--- src/hw/rtl/crhk_pkg.sv ---
`default_nettype none

package crhk_pkg;

  // fixed field widths
  localparam int SEQ_W      = 32;
  localparam int COUNT_W    = 8;
  localparam int SLOT_W     = 8;
  localparam int INDEX_W    = 32;
  localparam int CFG_IDX_W  = 3;
  localparam int CFG_DATA_W = 32;

  // move packets are sent at least this many times unless an explicit hold cancels the move
  localparam logic [COUNT_W-1:0] MIN_REPEAT = COUNT_W'(3);

  // packet mode codes
  localparam logic MODE_HOLD = 1'b0;
  localparam logic MODE_MOVE = 1'b1;

  // configuration register indexes
  typedef enum logic [CFG_IDX_W-1:0] {
    CFG_REPEAT_COUNT = 3'd0,
    CFG_SLOT_ID      = 3'd1,
    CFG_INIT_X       = 3'd2,
    CFG_INIT_Y       = 3'd3,
    CFG_INIT_Z       = 3'd4
  } cfg_reg_t;

  // flags of one request
  typedef struct packed {
    logic hold_req;
    logic cmd_valid;
    logic send_ok;
  } item_ctrl_t;

  // packet header fields produced per tick
  typedef struct packed {
    logic [SEQ_W-1:0]   seq;
    logic               mode;
    logic [INDEX_W-1:0] rep_index;
    logic [COUNT_W-1:0] rep_total;
    logic               cmd_taken;
  } pkt_info_t;

  // sequence allocator step, zero is never handed out
  function automatic logic [SEQ_W-1:0] seq_inc(input logic [SEQ_W-1:0] s);
    logic [SEQ_W-1:0] n;
    n = s + SEQ_W'(1);
    return (n == '0) ? SEQ_W'(1) : n;
  endfunction

endpackage

`default_nettype wire

--- src/hw/rtl/command_repeat_hold_keepalive.sv ---
`default_nettype none

// channel | direction | handshake          | payload
// in_     | input     | in_valid/in_ready   | hold request, hold position, command, send result
// out_    | output    | out_valid/out_ready | packet sequence, mode, position, slot, repeat info
// cfg_    | input     | cfg_valid/cfg_ready | cfg_index, cfg_wdata (always ready)
//
// one request per clock sustained while out_ready holds; an accepted request goes
// into the input register, and the state update writes its packet to the result register
// the rate is set by the registered state update loop in crhk_tick
// synchronous active-low reset clears the control state and loads register defaults
// a stalled result holds in the output register while the input register takes
// the next request; the input side stalls only when both registers are full

module command_repeat_hold_keepalive import crhk_pkg::*; #(
  parameter int POSITION_WIDTH   = 32,
  parameter int HOLD_INDEX_WIDTH = 32
) (
  input  wire logic                              clk,
  input  wire logic                              rst_n,
  // request channel
  input  wire logic                              in_valid,
  output logic                                   in_ready,
  input  wire logic                              in_hold_req,
  input  wire logic signed [POSITION_WIDTH-1:0]  in_hold_x,
  input  wire logic signed [POSITION_WIDTH-1:0]  in_hold_y,
  input  wire logic signed [POSITION_WIDTH-1:0]  in_hold_z,
  input  wire logic                              in_cmd_valid,
  input  wire logic [SEQ_W-1:0]                  in_cmd_seq,
  input  wire logic signed [POSITION_WIDTH-1:0]  in_cmd_x,
  input  wire logic signed [POSITION_WIDTH-1:0]  in_cmd_y,
  input  wire logic signed [POSITION_WIDTH-1:0]  in_cmd_z,
  input  wire logic                              in_send_ok,
  // packet channel
  output logic                                   out_valid,
  input  wire logic                              out_ready,
  output logic [SEQ_W-1:0]                       out_pkt_seq,
  output logic                                   out_pkt_mode,
  output logic signed [POSITION_WIDTH-1:0]       out_pkt_x,
  output logic signed [POSITION_WIDTH-1:0]       out_pkt_y,
  output logic signed [POSITION_WIDTH-1:0]       out_pkt_z,
  output logic [SLOT_W-1:0]                      out_pkt_slot,
  output logic [INDEX_W-1:0]                     out_pkt_repeat_index,
  output logic [COUNT_W-1:0]                     out_pkt_repeat_total,
  output logic                                   out_cmd_taken,
  // configuration channel
  input  wire logic                              cfg_valid,
  output logic                                   cfg_ready,
  input  wire logic [CFG_IDX_W-1:0]              cfg_index,
  input  wire logic [CFG_DATA_W-1:0]             cfg_wdata
);

  // configuration registers
  logic [COUNT_W-1:0]              repeat_count_r;
  logic [SLOT_W-1:0]               slot_id_r;
  logic [2:0][POSITION_WIDTH-1:0]  init_pos_r;

  // input register
  logic                            iv_r, iv_nxt;
  item_ctrl_t                      item_r;
  logic [2:0][POSITION_WIDTH-1:0]  hold_pos_r;
  logic [SEQ_W-1:0]                cmd_seq_r;
  logic [2:0][POSITION_WIDTH-1:0]  cmd_pos_r;

  // result register
  logic                            ov_r, ov_nxt;
  pkt_info_t                       pkt_r;
  logic [2:0][POSITION_WIDTH-1:0]  pkt_pos_r;
  logic [SLOT_W-1:0]               pkt_slot_r;

  logic                            in_fire;
  logic                            adv;
  pkt_info_t                       pkt;
  logic [2:0][POSITION_WIDTH-1:0]  pkt_pos;

  // handshake
  assign adv       = iv_r && (!ov_r || out_ready);
  assign in_ready  = !iv_r || adv;
  assign in_fire   = in_valid && in_ready;
  assign cfg_ready = 1'b1;
  assign iv_nxt    = in_fire ? 1'b1 : (adv ? 1'b0 : iv_r);
  assign ov_nxt    = adv ? 1'b1 : (out_ready ? 1'b0 : ov_r);

  // configuration writes, unknown indexes ignored
  always_ff @(posedge clk) begin
    if (!rst_n) begin
      repeat_count_r <= MIN_REPEAT;
      slot_id_r      <= '0;
      init_pos_r     <= '0;
    end else if (cfg_valid && cfg_ready) begin
      case (cfg_reg_t'(cfg_index))
        CFG_REPEAT_COUNT: repeat_count_r <= cfg_wdata[COUNT_W-1:0];
        CFG_SLOT_ID:      slot_id_r      <= cfg_wdata[SLOT_W-1:0];
        CFG_INIT_X:       init_pos_r[0]  <= POSITION_WIDTH'(cfg_wdata);
        CFG_INIT_Y:       init_pos_r[1]  <= POSITION_WIDTH'(cfg_wdata);
        CFG_INIT_Z:       init_pos_r[2]  <= POSITION_WIDTH'(cfg_wdata);
        default: ;
      endcase
    end
  end

  // valid flags
  always_ff @(posedge clk) begin
    if (!rst_n) begin
      iv_r <= 1'b0;
      ov_r <= 1'b0;
    end else begin
      iv_r <= iv_nxt;
      ov_r <= ov_nxt;
    end
  end

  // input register payload
  always_ff @(posedge clk) begin
    if (in_fire) begin
      item_r.hold_req  <= in_hold_req;
      item_r.cmd_valid <= in_cmd_valid;
      item_r.send_ok   <= in_send_ok;
      hold_pos_r       <= {in_hold_z, in_hold_y, in_hold_x};
      cmd_seq_r        <= in_cmd_seq;
      cmd_pos_r        <= {in_cmd_z, in_cmd_y, in_cmd_x};
    end
  end

  // per-tick state update
  crhk_tick #(
    .POSITION_WIDTH   (POSITION_WIDTH),
    .HOLD_INDEX_WIDTH (HOLD_INDEX_WIDTH)
  ) u_tick (
    .clk          (clk),
    .rst_n        (rst_n),
    .step_en      (adv),
    .item         (item_r),
    .hold_pos     (hold_pos_r),
    .cmd_seq      (cmd_seq_r),
    .cmd_pos      (cmd_pos_r),
    .repeat_count (repeat_count_r),
    .init_pos     (init_pos_r),
    .pkt          (pkt),
    .pkt_pos      (pkt_pos)
  );

  // result register payload
  always_ff @(posedge clk) begin
    if (adv) begin
      pkt_r      <= pkt;
      pkt_pos_r  <= pkt_pos;
      pkt_slot_r <= slot_id_r;
    end
  end

  assign out_valid            = ov_r;
  assign out_pkt_seq          = pkt_r.seq;
  assign out_pkt_mode         = pkt_r.mode;
  assign out_pkt_x            = pkt_pos_r[0];
  assign out_pkt_y            = pkt_pos_r[1];
  assign out_pkt_z            = pkt_pos_r[2];
  assign out_pkt_slot         = pkt_slot_r;
  assign out_pkt_repeat_index = pkt_r.rep_index;
  assign out_pkt_repeat_total = pkt_r.rep_total;
  assign out_cmd_taken        = pkt_r.cmd_taken;

  // packets never carry sequence zero
  a_seq_nonzero: assert property (@(posedge clk) disable iff (!rst_n)
    ov_r |-> pkt_r.seq != '0)
    else $error("packet with sequence zero");

  // repeat total matches the packet mode
  a_total_mode: assert property (@(posedge clk) disable iff (!rst_n)
    ov_r |-> (pkt_r.mode == MODE_MOVE && pkt_r.rep_total >= MIN_REPEAT) ||
             (pkt_r.mode == MODE_HOLD && pkt_r.rep_total == '0))
    else $error("repeat total does not match mode");

  // a pending request is not dropped while the result side stalls
  a_in_hold: assert property (@(posedge clk) disable iff (!rst_n)
    iv_r && !adv |=> iv_r)
    else $error("pending request lost");

endmodule

`default_nettype wire

--- src/hw/rtl/crhk_tick.sv ---
`default_nettype none

module crhk_tick import crhk_pkg::*; #(
  parameter int POSITION_WIDTH   = 32,
  parameter int HOLD_INDEX_WIDTH = 32
) (
  input  wire logic                                 clk,
  input  wire logic                                 rst_n,
  input  wire logic                                 step_en,
  input  wire item_ctrl_t                           item,
  input  wire logic [2:0][POSITION_WIDTH-1:0]       hold_pos,
  input  wire logic [SEQ_W-1:0]                     cmd_seq,
  input  wire logic [2:0][POSITION_WIDTH-1:0]       cmd_pos,
  input  wire logic [COUNT_W-1:0]                   repeat_count,
  input  wire logic [2:0][POSITION_WIDTH-1:0]       init_pos,
  output pkt_info_t                                 pkt,
  output logic [2:0][POSITION_WIDTH-1:0]            pkt_pos
);

  localparam logic [HOLD_INDEX_WIDTH-1:0] HOLD_MAX = '1;

  // state registers
  logic                                 primed_r, primed_nxt;
  logic                                 move_active_r, move_active_nxt;
  logic [COUNT_W-1:0]                   sends_done_r, sends_done_nxt;
  logic [HOLD_INDEX_WIDTH-1:0]          hold_done_r, hold_done_nxt;
  logic [SEQ_W-1:0]                     next_seq_r, next_seq_nxt;
  logic [SEQ_W-1:0]                     hold_seq_r, hold_seq_nxt;
  logic [SEQ_W-1:0]                     move_seq_r, move_seq_nxt;
  logic [2:0][POSITION_WIDTH-1:0]       last_pos_r, last_pos_nxt;
  logic [2:0][POSITION_WIDTH-1:0]       hold_pos_r, hold_pos_nxt;
  logic [2:0][POSITION_WIDTH-1:0]       move_pos_r, move_pos_nxt;

  logic [COUNT_W-1:0]                   total;
  logic [COUNT_W-1:0]                   sends_inc;

  // effective repeat total
  assign total = (repeat_count < MIN_REPEAT) ? MIN_REPEAT : repeat_count;

  // one tick: prime, explicit hold, command intake, packet, send result
  always_comb begin
    primed_nxt      = 1'b1;
    move_active_nxt = move_active_r;
    sends_done_nxt  = sends_done_r;
    hold_done_nxt   = hold_done_r;
    next_seq_nxt    = next_seq_r;
    hold_seq_nxt    = hold_seq_r;
    move_seq_nxt    = move_seq_r;
    last_pos_nxt    = last_pos_r;
    hold_pos_nxt    = hold_pos_r;
    move_pos_nxt    = move_pos_r;
    pkt             = '0;
    pkt_pos         = '0;
    sends_inc       = '0;

    // priming hold at the initial position
    if (!primed_r) begin
      last_pos_nxt  = init_pos;
      hold_seq_nxt  = next_seq_nxt;
      next_seq_nxt  = seq_inc(next_seq_nxt);
      hold_pos_nxt  = init_pos;
      hold_done_nxt = '0;
    end

    // explicit hold cancels any move
    if (item.hold_req) begin
      last_pos_nxt    = hold_pos;
      move_active_nxt = 1'b0;
      sends_done_nxt  = '0;
      hold_seq_nxt    = next_seq_nxt;
      next_seq_nxt    = seq_inc(next_seq_nxt);
      hold_pos_nxt    = hold_pos;
      hold_done_nxt   = '0;
    end

    // command intake when idle
    if (!move_active_nxt && item.cmd_valid) begin
      if (cmd_seq == '0) begin
        move_seq_nxt = next_seq_nxt;
        next_seq_nxt = seq_inc(next_seq_nxt);
      end else begin
        move_seq_nxt = cmd_seq;
      end
      move_pos_nxt    = cmd_pos;
      last_pos_nxt    = cmd_pos;
      move_active_nxt = 1'b1;
      sends_done_nxt  = '0;
      pkt.cmd_taken   = 1'b1;
    end

    // packet contents
    if (move_active_nxt) begin
      pkt.seq       = move_seq_nxt;
      pkt.mode      = MODE_MOVE;
      pkt_pos       = move_pos_nxt;
      pkt.rep_index = INDEX_W'(sends_done_nxt) + INDEX_W'(1);
      pkt.rep_total = total;
    end else begin
      if (hold_done_nxt == HOLD_MAX) begin
        hold_done_nxt = '0;
      end
      pkt.seq       = hold_seq_nxt;
      pkt.mode      = MODE_HOLD;
      pkt_pos       = hold_pos_nxt;
      pkt.rep_index = INDEX_W'(hold_done_nxt) + INDEX_W'(1);
      pkt.rep_total = '0;
    end

    // send result
    if (item.send_ok) begin
      if (move_active_nxt) begin
        sends_inc = sends_done_nxt + COUNT_W'(1);
        if (sends_inc >= total) begin
          move_active_nxt = 1'b0;
          sends_done_nxt  = '0;
          hold_seq_nxt    = next_seq_nxt;
          next_seq_nxt    = seq_inc(next_seq_nxt);
          hold_pos_nxt    = last_pos_nxt;
          hold_done_nxt   = '0;
        end else begin
          sends_done_nxt = sends_inc;
        end
      end else begin
        hold_done_nxt = hold_done_nxt + HOLD_INDEX_WIDTH'(1);
      end
    end
  end

  // control state
  always_ff @(posedge clk) begin
    if (!rst_n) begin
      primed_r      <= 1'b0;
      move_active_r <= 1'b0;
      sends_done_r  <= '0;
      hold_done_r   <= '0;
      next_seq_r    <= SEQ_W'(1);
    end else if (step_en) begin
      primed_r      <= primed_nxt;
      move_active_r <= move_active_nxt;
      sends_done_r  <= sends_done_nxt;
      hold_done_r   <= hold_done_nxt;
      next_seq_r    <= next_seq_nxt;
    end
  end

  // sequence numbers and positions, always written before use
  always_ff @(posedge clk) begin
    if (step_en) begin
      hold_seq_r <= hold_seq_nxt;
      move_seq_r <= move_seq_nxt;
      last_pos_r <= last_pos_nxt;
      hold_pos_r <= hold_pos_nxt;
      move_pos_r <= move_pos_nxt;
    end
  end

  // allocator never holds zero
  a_next_seq_nonzero: assert property (@(posedge clk) disable iff (!rst_n)
    next_seq_r != '0)
    else $error("allocator reached zero");

  // a move in flight never has its count at or past the total after a send
  a_move_ends: assert property (@(posedge clk) disable iff (!rst_n)
    step_en && move_active_nxt && item.send_ok |=> sends_done_r < total || !move_active_r)
    else $error("move outlived its repeat total");

  // a taken command always yields a move packet
  a_taken_move: assert property (@(posedge clk) disable iff (!rst_n)
    pkt.cmd_taken |-> pkt.mode == MODE_MOVE)
    else $error("taken command without move packet");

endmodule

`default_nettype wire

--- config.mk ---
export PLATFORM = sky130hd
export DESIGN_NAME = command_repeat_hold_keepalive
export DESIGN_NICKNAME = d
export VERILOG_FILES = /design/src/hw/rtl/crhk_pkg.sv /design/src/hw/rtl/command_repeat_hold_keepalive.sv /design/src/hw/rtl/crhk_tick.sv
export SDC_FILE = /design/constraint.sdc
export NUM_CORES = 2
export LEC_CHECK = 0
export BUFFER_PORTS_ARGS = -buffer_cell sky130_fd_sc_hd__buf_2
export CORE_MARGIN = 1
export CORE_UTILIZATION = 55
export DETAILED_ROUTE_END_ITERATION = 10
export PLACE_DENSITY = 0.79
export SYNTH_ARGS = -nofsm -noshare
export SYNTH_HDL_FRONTEND = slang
export SYNTH_SLANG_ARGS = --single-unit
--- constraint.sdc ---
create_clock -name clk -period 26.2 [get_ports clk]
set_clock_uncertainty 0.05 [all_clocks]
set_input_delay 5.24 -clock clk [delete_from_list [all_inputs] [get_ports clk]]
set_output_delay 5.24 -clock clk [all_outputs]
set_load 0.05 [all_outputs]
==> run summary <==
status -> finished, final reports clean
I/O pins -> 448
syn_area_per_cell -> 10.18 sq um
final RePlAce weighted congestion -> 0.9927
top cells by area, synth -> edfxtp_1, dfxtp_1, nand2_1
core area -> 81070 sq um
post-route ant nets -> 0
Die X -> 289.1 um
Post-CTS Setup Inserts -> 0
worst slew pin tran -> 1379 ps
Finished Cell Area -> 51460 sq um
DR WL/cell -> 23.91 um
detail-routed via count per cell -> 6.288
Syn Nets -> 4734
Num CTS Buffers -> 97
Slew Limit Fails -> 0
clock slew at reported path FFs -> 70 ps
I/O Buffers -> 446
CTS tree -> done
Hold Buf Count CTS -> 0
Yosys top cell by area -> edfxtp_1
post-synthesis mux area share -> 1.388%
vias in the first global route -> 34.63k
CP max stage delay -> 760 ps
clock tree buffer depth -> 3
via count -> 37.12k
H-tree lvl count -> 3
TritonCTS sink count -> 945
pre-CTS setup slack -> 15050 ps
Power Density -> 67.68 nW/um^2
die span in y -> 289.1 um
sequential share of the synthesized area -> 58.44%
layout cells sized above 1 -> 15.63%
Req. time, crit path -> 26730 ps
Syn Inst Count -> 4453
max-cap viol count -> 0
most frequent cells in the layout -> nand2_1, edfxtp_1, o21ai_0
final WL -> 141100 um
pin count of the biggest net entering global routing -> 211
worst setup path class -> reg2reg
Worst Path Max Fanout -> 15
distinct cell type count after synthesis -> 95
placed cell areas -> 48240 sq um
Final Hold Vio Count -> 0
Slew HR -> 8.090%
Die ar. -> 83580 sq um
post-layout util -> 63.48%
largest family of logic cells by synthesized area -> simple AND/OR/NAND/NOR gates
Clock Latency Late Sink -> 690 ps
leading cell type in the layout, fill and taps excluded -> nand2_1
Final TNS setup -> 0 ps
Fmax achieved -> 88.88 MHz
RSZ-0062 raised after global routing -> no
clk root buf -> clkbuf_16
synth warn -> 0
Final #Nets -> 5035
xor/xnor share of the synthesized area -> 3.720%
Crit. End Element -> register
ratio of final minimum period to clock period -> 42.94%
GRT Total Usage -> 32.84%
initial core utilization -> 55.93%
synthesis-stage register bit count -> 945
worst endpoint data arrival time -> 11780 ps
LEAKAGE -> 18.44 nW
residual DRC count -> 0
Post-Synth Simple-Gate Area -> 18.61%
Initial DRC Count -> 4679
DR pass1 iterations -> 6
initial antenna violation count -> 12
number of flops mapped to enable cells by yosys -> 757
post-synthesis adder-cell area fraction -> 0.3864%
GRT overflow -> 0
area of the mapped netlist -> 45340 sq um
Detailed Place HPWL -> 94380 um
VDD IR max -> 0.06641 mV
post-route setup slack -> 14950 ps
first-pass GRT wire length -> 207700 um
Final setup viols -> 0
Crit-path slowest cell -> dfxtp_1
Worst Setup Start Kind -> register
Row Count -> 104
PostCTS Resize Cnt -> 0
Primary FF master, synth -> edfxtp_1
compound-cell area share of the yosys netlist -> 14.61%
top-area cell type share of the netlist area -> 50.14%
Hold WC Path Type -> reg2reg
Synth-to-Final Area Change -> 13.50%
crit path time final -> 11250 ps
Synth async-reset ratio -> 0%
-- report_power, final --
part / internal (mW) / switching [mW] / total [mW] / leakage, nW
clock network: 0.769 / 0.612 / 1.38 / 1.53
logic: 0.0920 / 0.267 / 0.359 / 8.18
registers: 1.72 / 0.0259 / 1.74 / 8.72
total: 2.58 / 0.905 / 3.48 / 18.4
-- area by class of cell --
cell class | instances | area [sq um]
Clock inverter | 54 | 574.3
Antenna cell | 6 | 15.01
Fill cell | 6430 | 29610
Timing Repair Buffer | 502 | 2690
Sequential cell | 945 | 26500
Tap cell | 1060 | 1326
Multi-Input combinational cell | 3183 | 17610
Clock buffer | 128 | 2636
Inverter | 25 | 108.9
-- path summary, 6_finish.rpt --
check,from,depth (start not counted),endpoint,slack [ps]
hold / removal,slot_id_r[2],0,out_pkt_slot[2],380
setup / recovery,u_tick.next_seq_r[3],33,u_tick.next_seq_r[0],14950
hold reg to reg,slot_id_r[2],0,out_pkt_slot[2],380
setup reg to reg,u_tick.next_seq_r[3],33,u_tick.next_seq_r[0],14950
-- worst max-delay path, delay by kind of cell, from the launching register on --
family	cells	cell delay, ps
flops	1	760
xor+xnor	2	500
compound gates	4	730
buf+inv	2	280
simple gates	23	8330
fa+ha+maj	2	520
-- cell usage after synthesis, types with 8 or more instances --
cell,number
clkbuf_1,244
nor3_1,75
and3_1,31
buf_2,21
buf_1,25
nand2b_1,10
nor2b_1,13
buf_4,9
o21bai_1,99
a32o_1,11
nand3b_1,8
or2_2,9
nor4_2,12
a211oi_1,14
nor4_1,58
a21o_1,32
nand2_1,874
o21ai_0,504
or4_1,18
nor3_2,8
nand4_1,68
nand3_1,88
mux2i_1,46
o2111ai_1,8
a22oi_1,23
or3_1,107
nor4_4,8
a21oi_1,316
o21ai_1,8
and2_1,21
o31ai_1,13
ha_1,14
and4_1,17
o21a_1,9
dfxtp_1,188
a31oi_1,13
nor2_1,314
o211ai_1,12
edfxtp_1,757
inv_1,21
mux2_2,15
xnor2_1,114
xor2_1,73
-- layer usage --
| metal | GRT usage, % | part of all wire [%] | vias to the layer above |
|---|---|---|---|
| met4 | 17.80 | 5.6 | 10 |
| met5 | 0 | 0.046 | - |
| met2 | 52.16 | 46 | 2199 |
| met1 | 43.28 | 39 | 17687 |
| li1 | - | - | 16825 |
| met3 | 5.331 | 9.1 | 399 |
-- state kept, by name, summed over array words and instances, names as in the netlist, 32 cells and up --
name and count:
u_tick.last_pos_r 96, cmd_seq_r 32, u_tick.next_seq_r 32, out_pkt_x 32, out_pkt_repeat_index 32, u_tick.move_seq_r 32, out_pkt_z 32, cmd_pos_r 96
u_tick.hold_pos_r 96, u_tick.hold_done_r 32, out_pkt_y 32, u_tick.move_pos_r 96, u_tick.hold_seq_r 32, out_pkt_seq 32, hold_pos_r 96, init_pos_r 96
-- cells by family (layout without fill, tap and decap cells) --
kind of cell,after synthesis,count (layout)
simple gates,1781,1781
compound gates,1136,1136
flops,945,945
buf+inv,325,709
xor+xnor,190,190
mux,61,61
fa+ha+maj,14,14
other cells,1,7
-- through the flow --
| step | std cells | total power [mW] | hold slack [ps] |
|---|---|---|---|
| detailed placement | 5715 | 2.126 | 364.7 |
| global route | 5899 | 3.579 | 389.3 |
| global placement | 5715 | 2.117 | 363.9 |
| CTS | 5897 | 3.492 | 373.3 |
| floorplan | 4453 | 2.025 | 358.1 |
| finish | 5903 | 3.483 | 377.7 |
(Power assumes the default switching activity.)
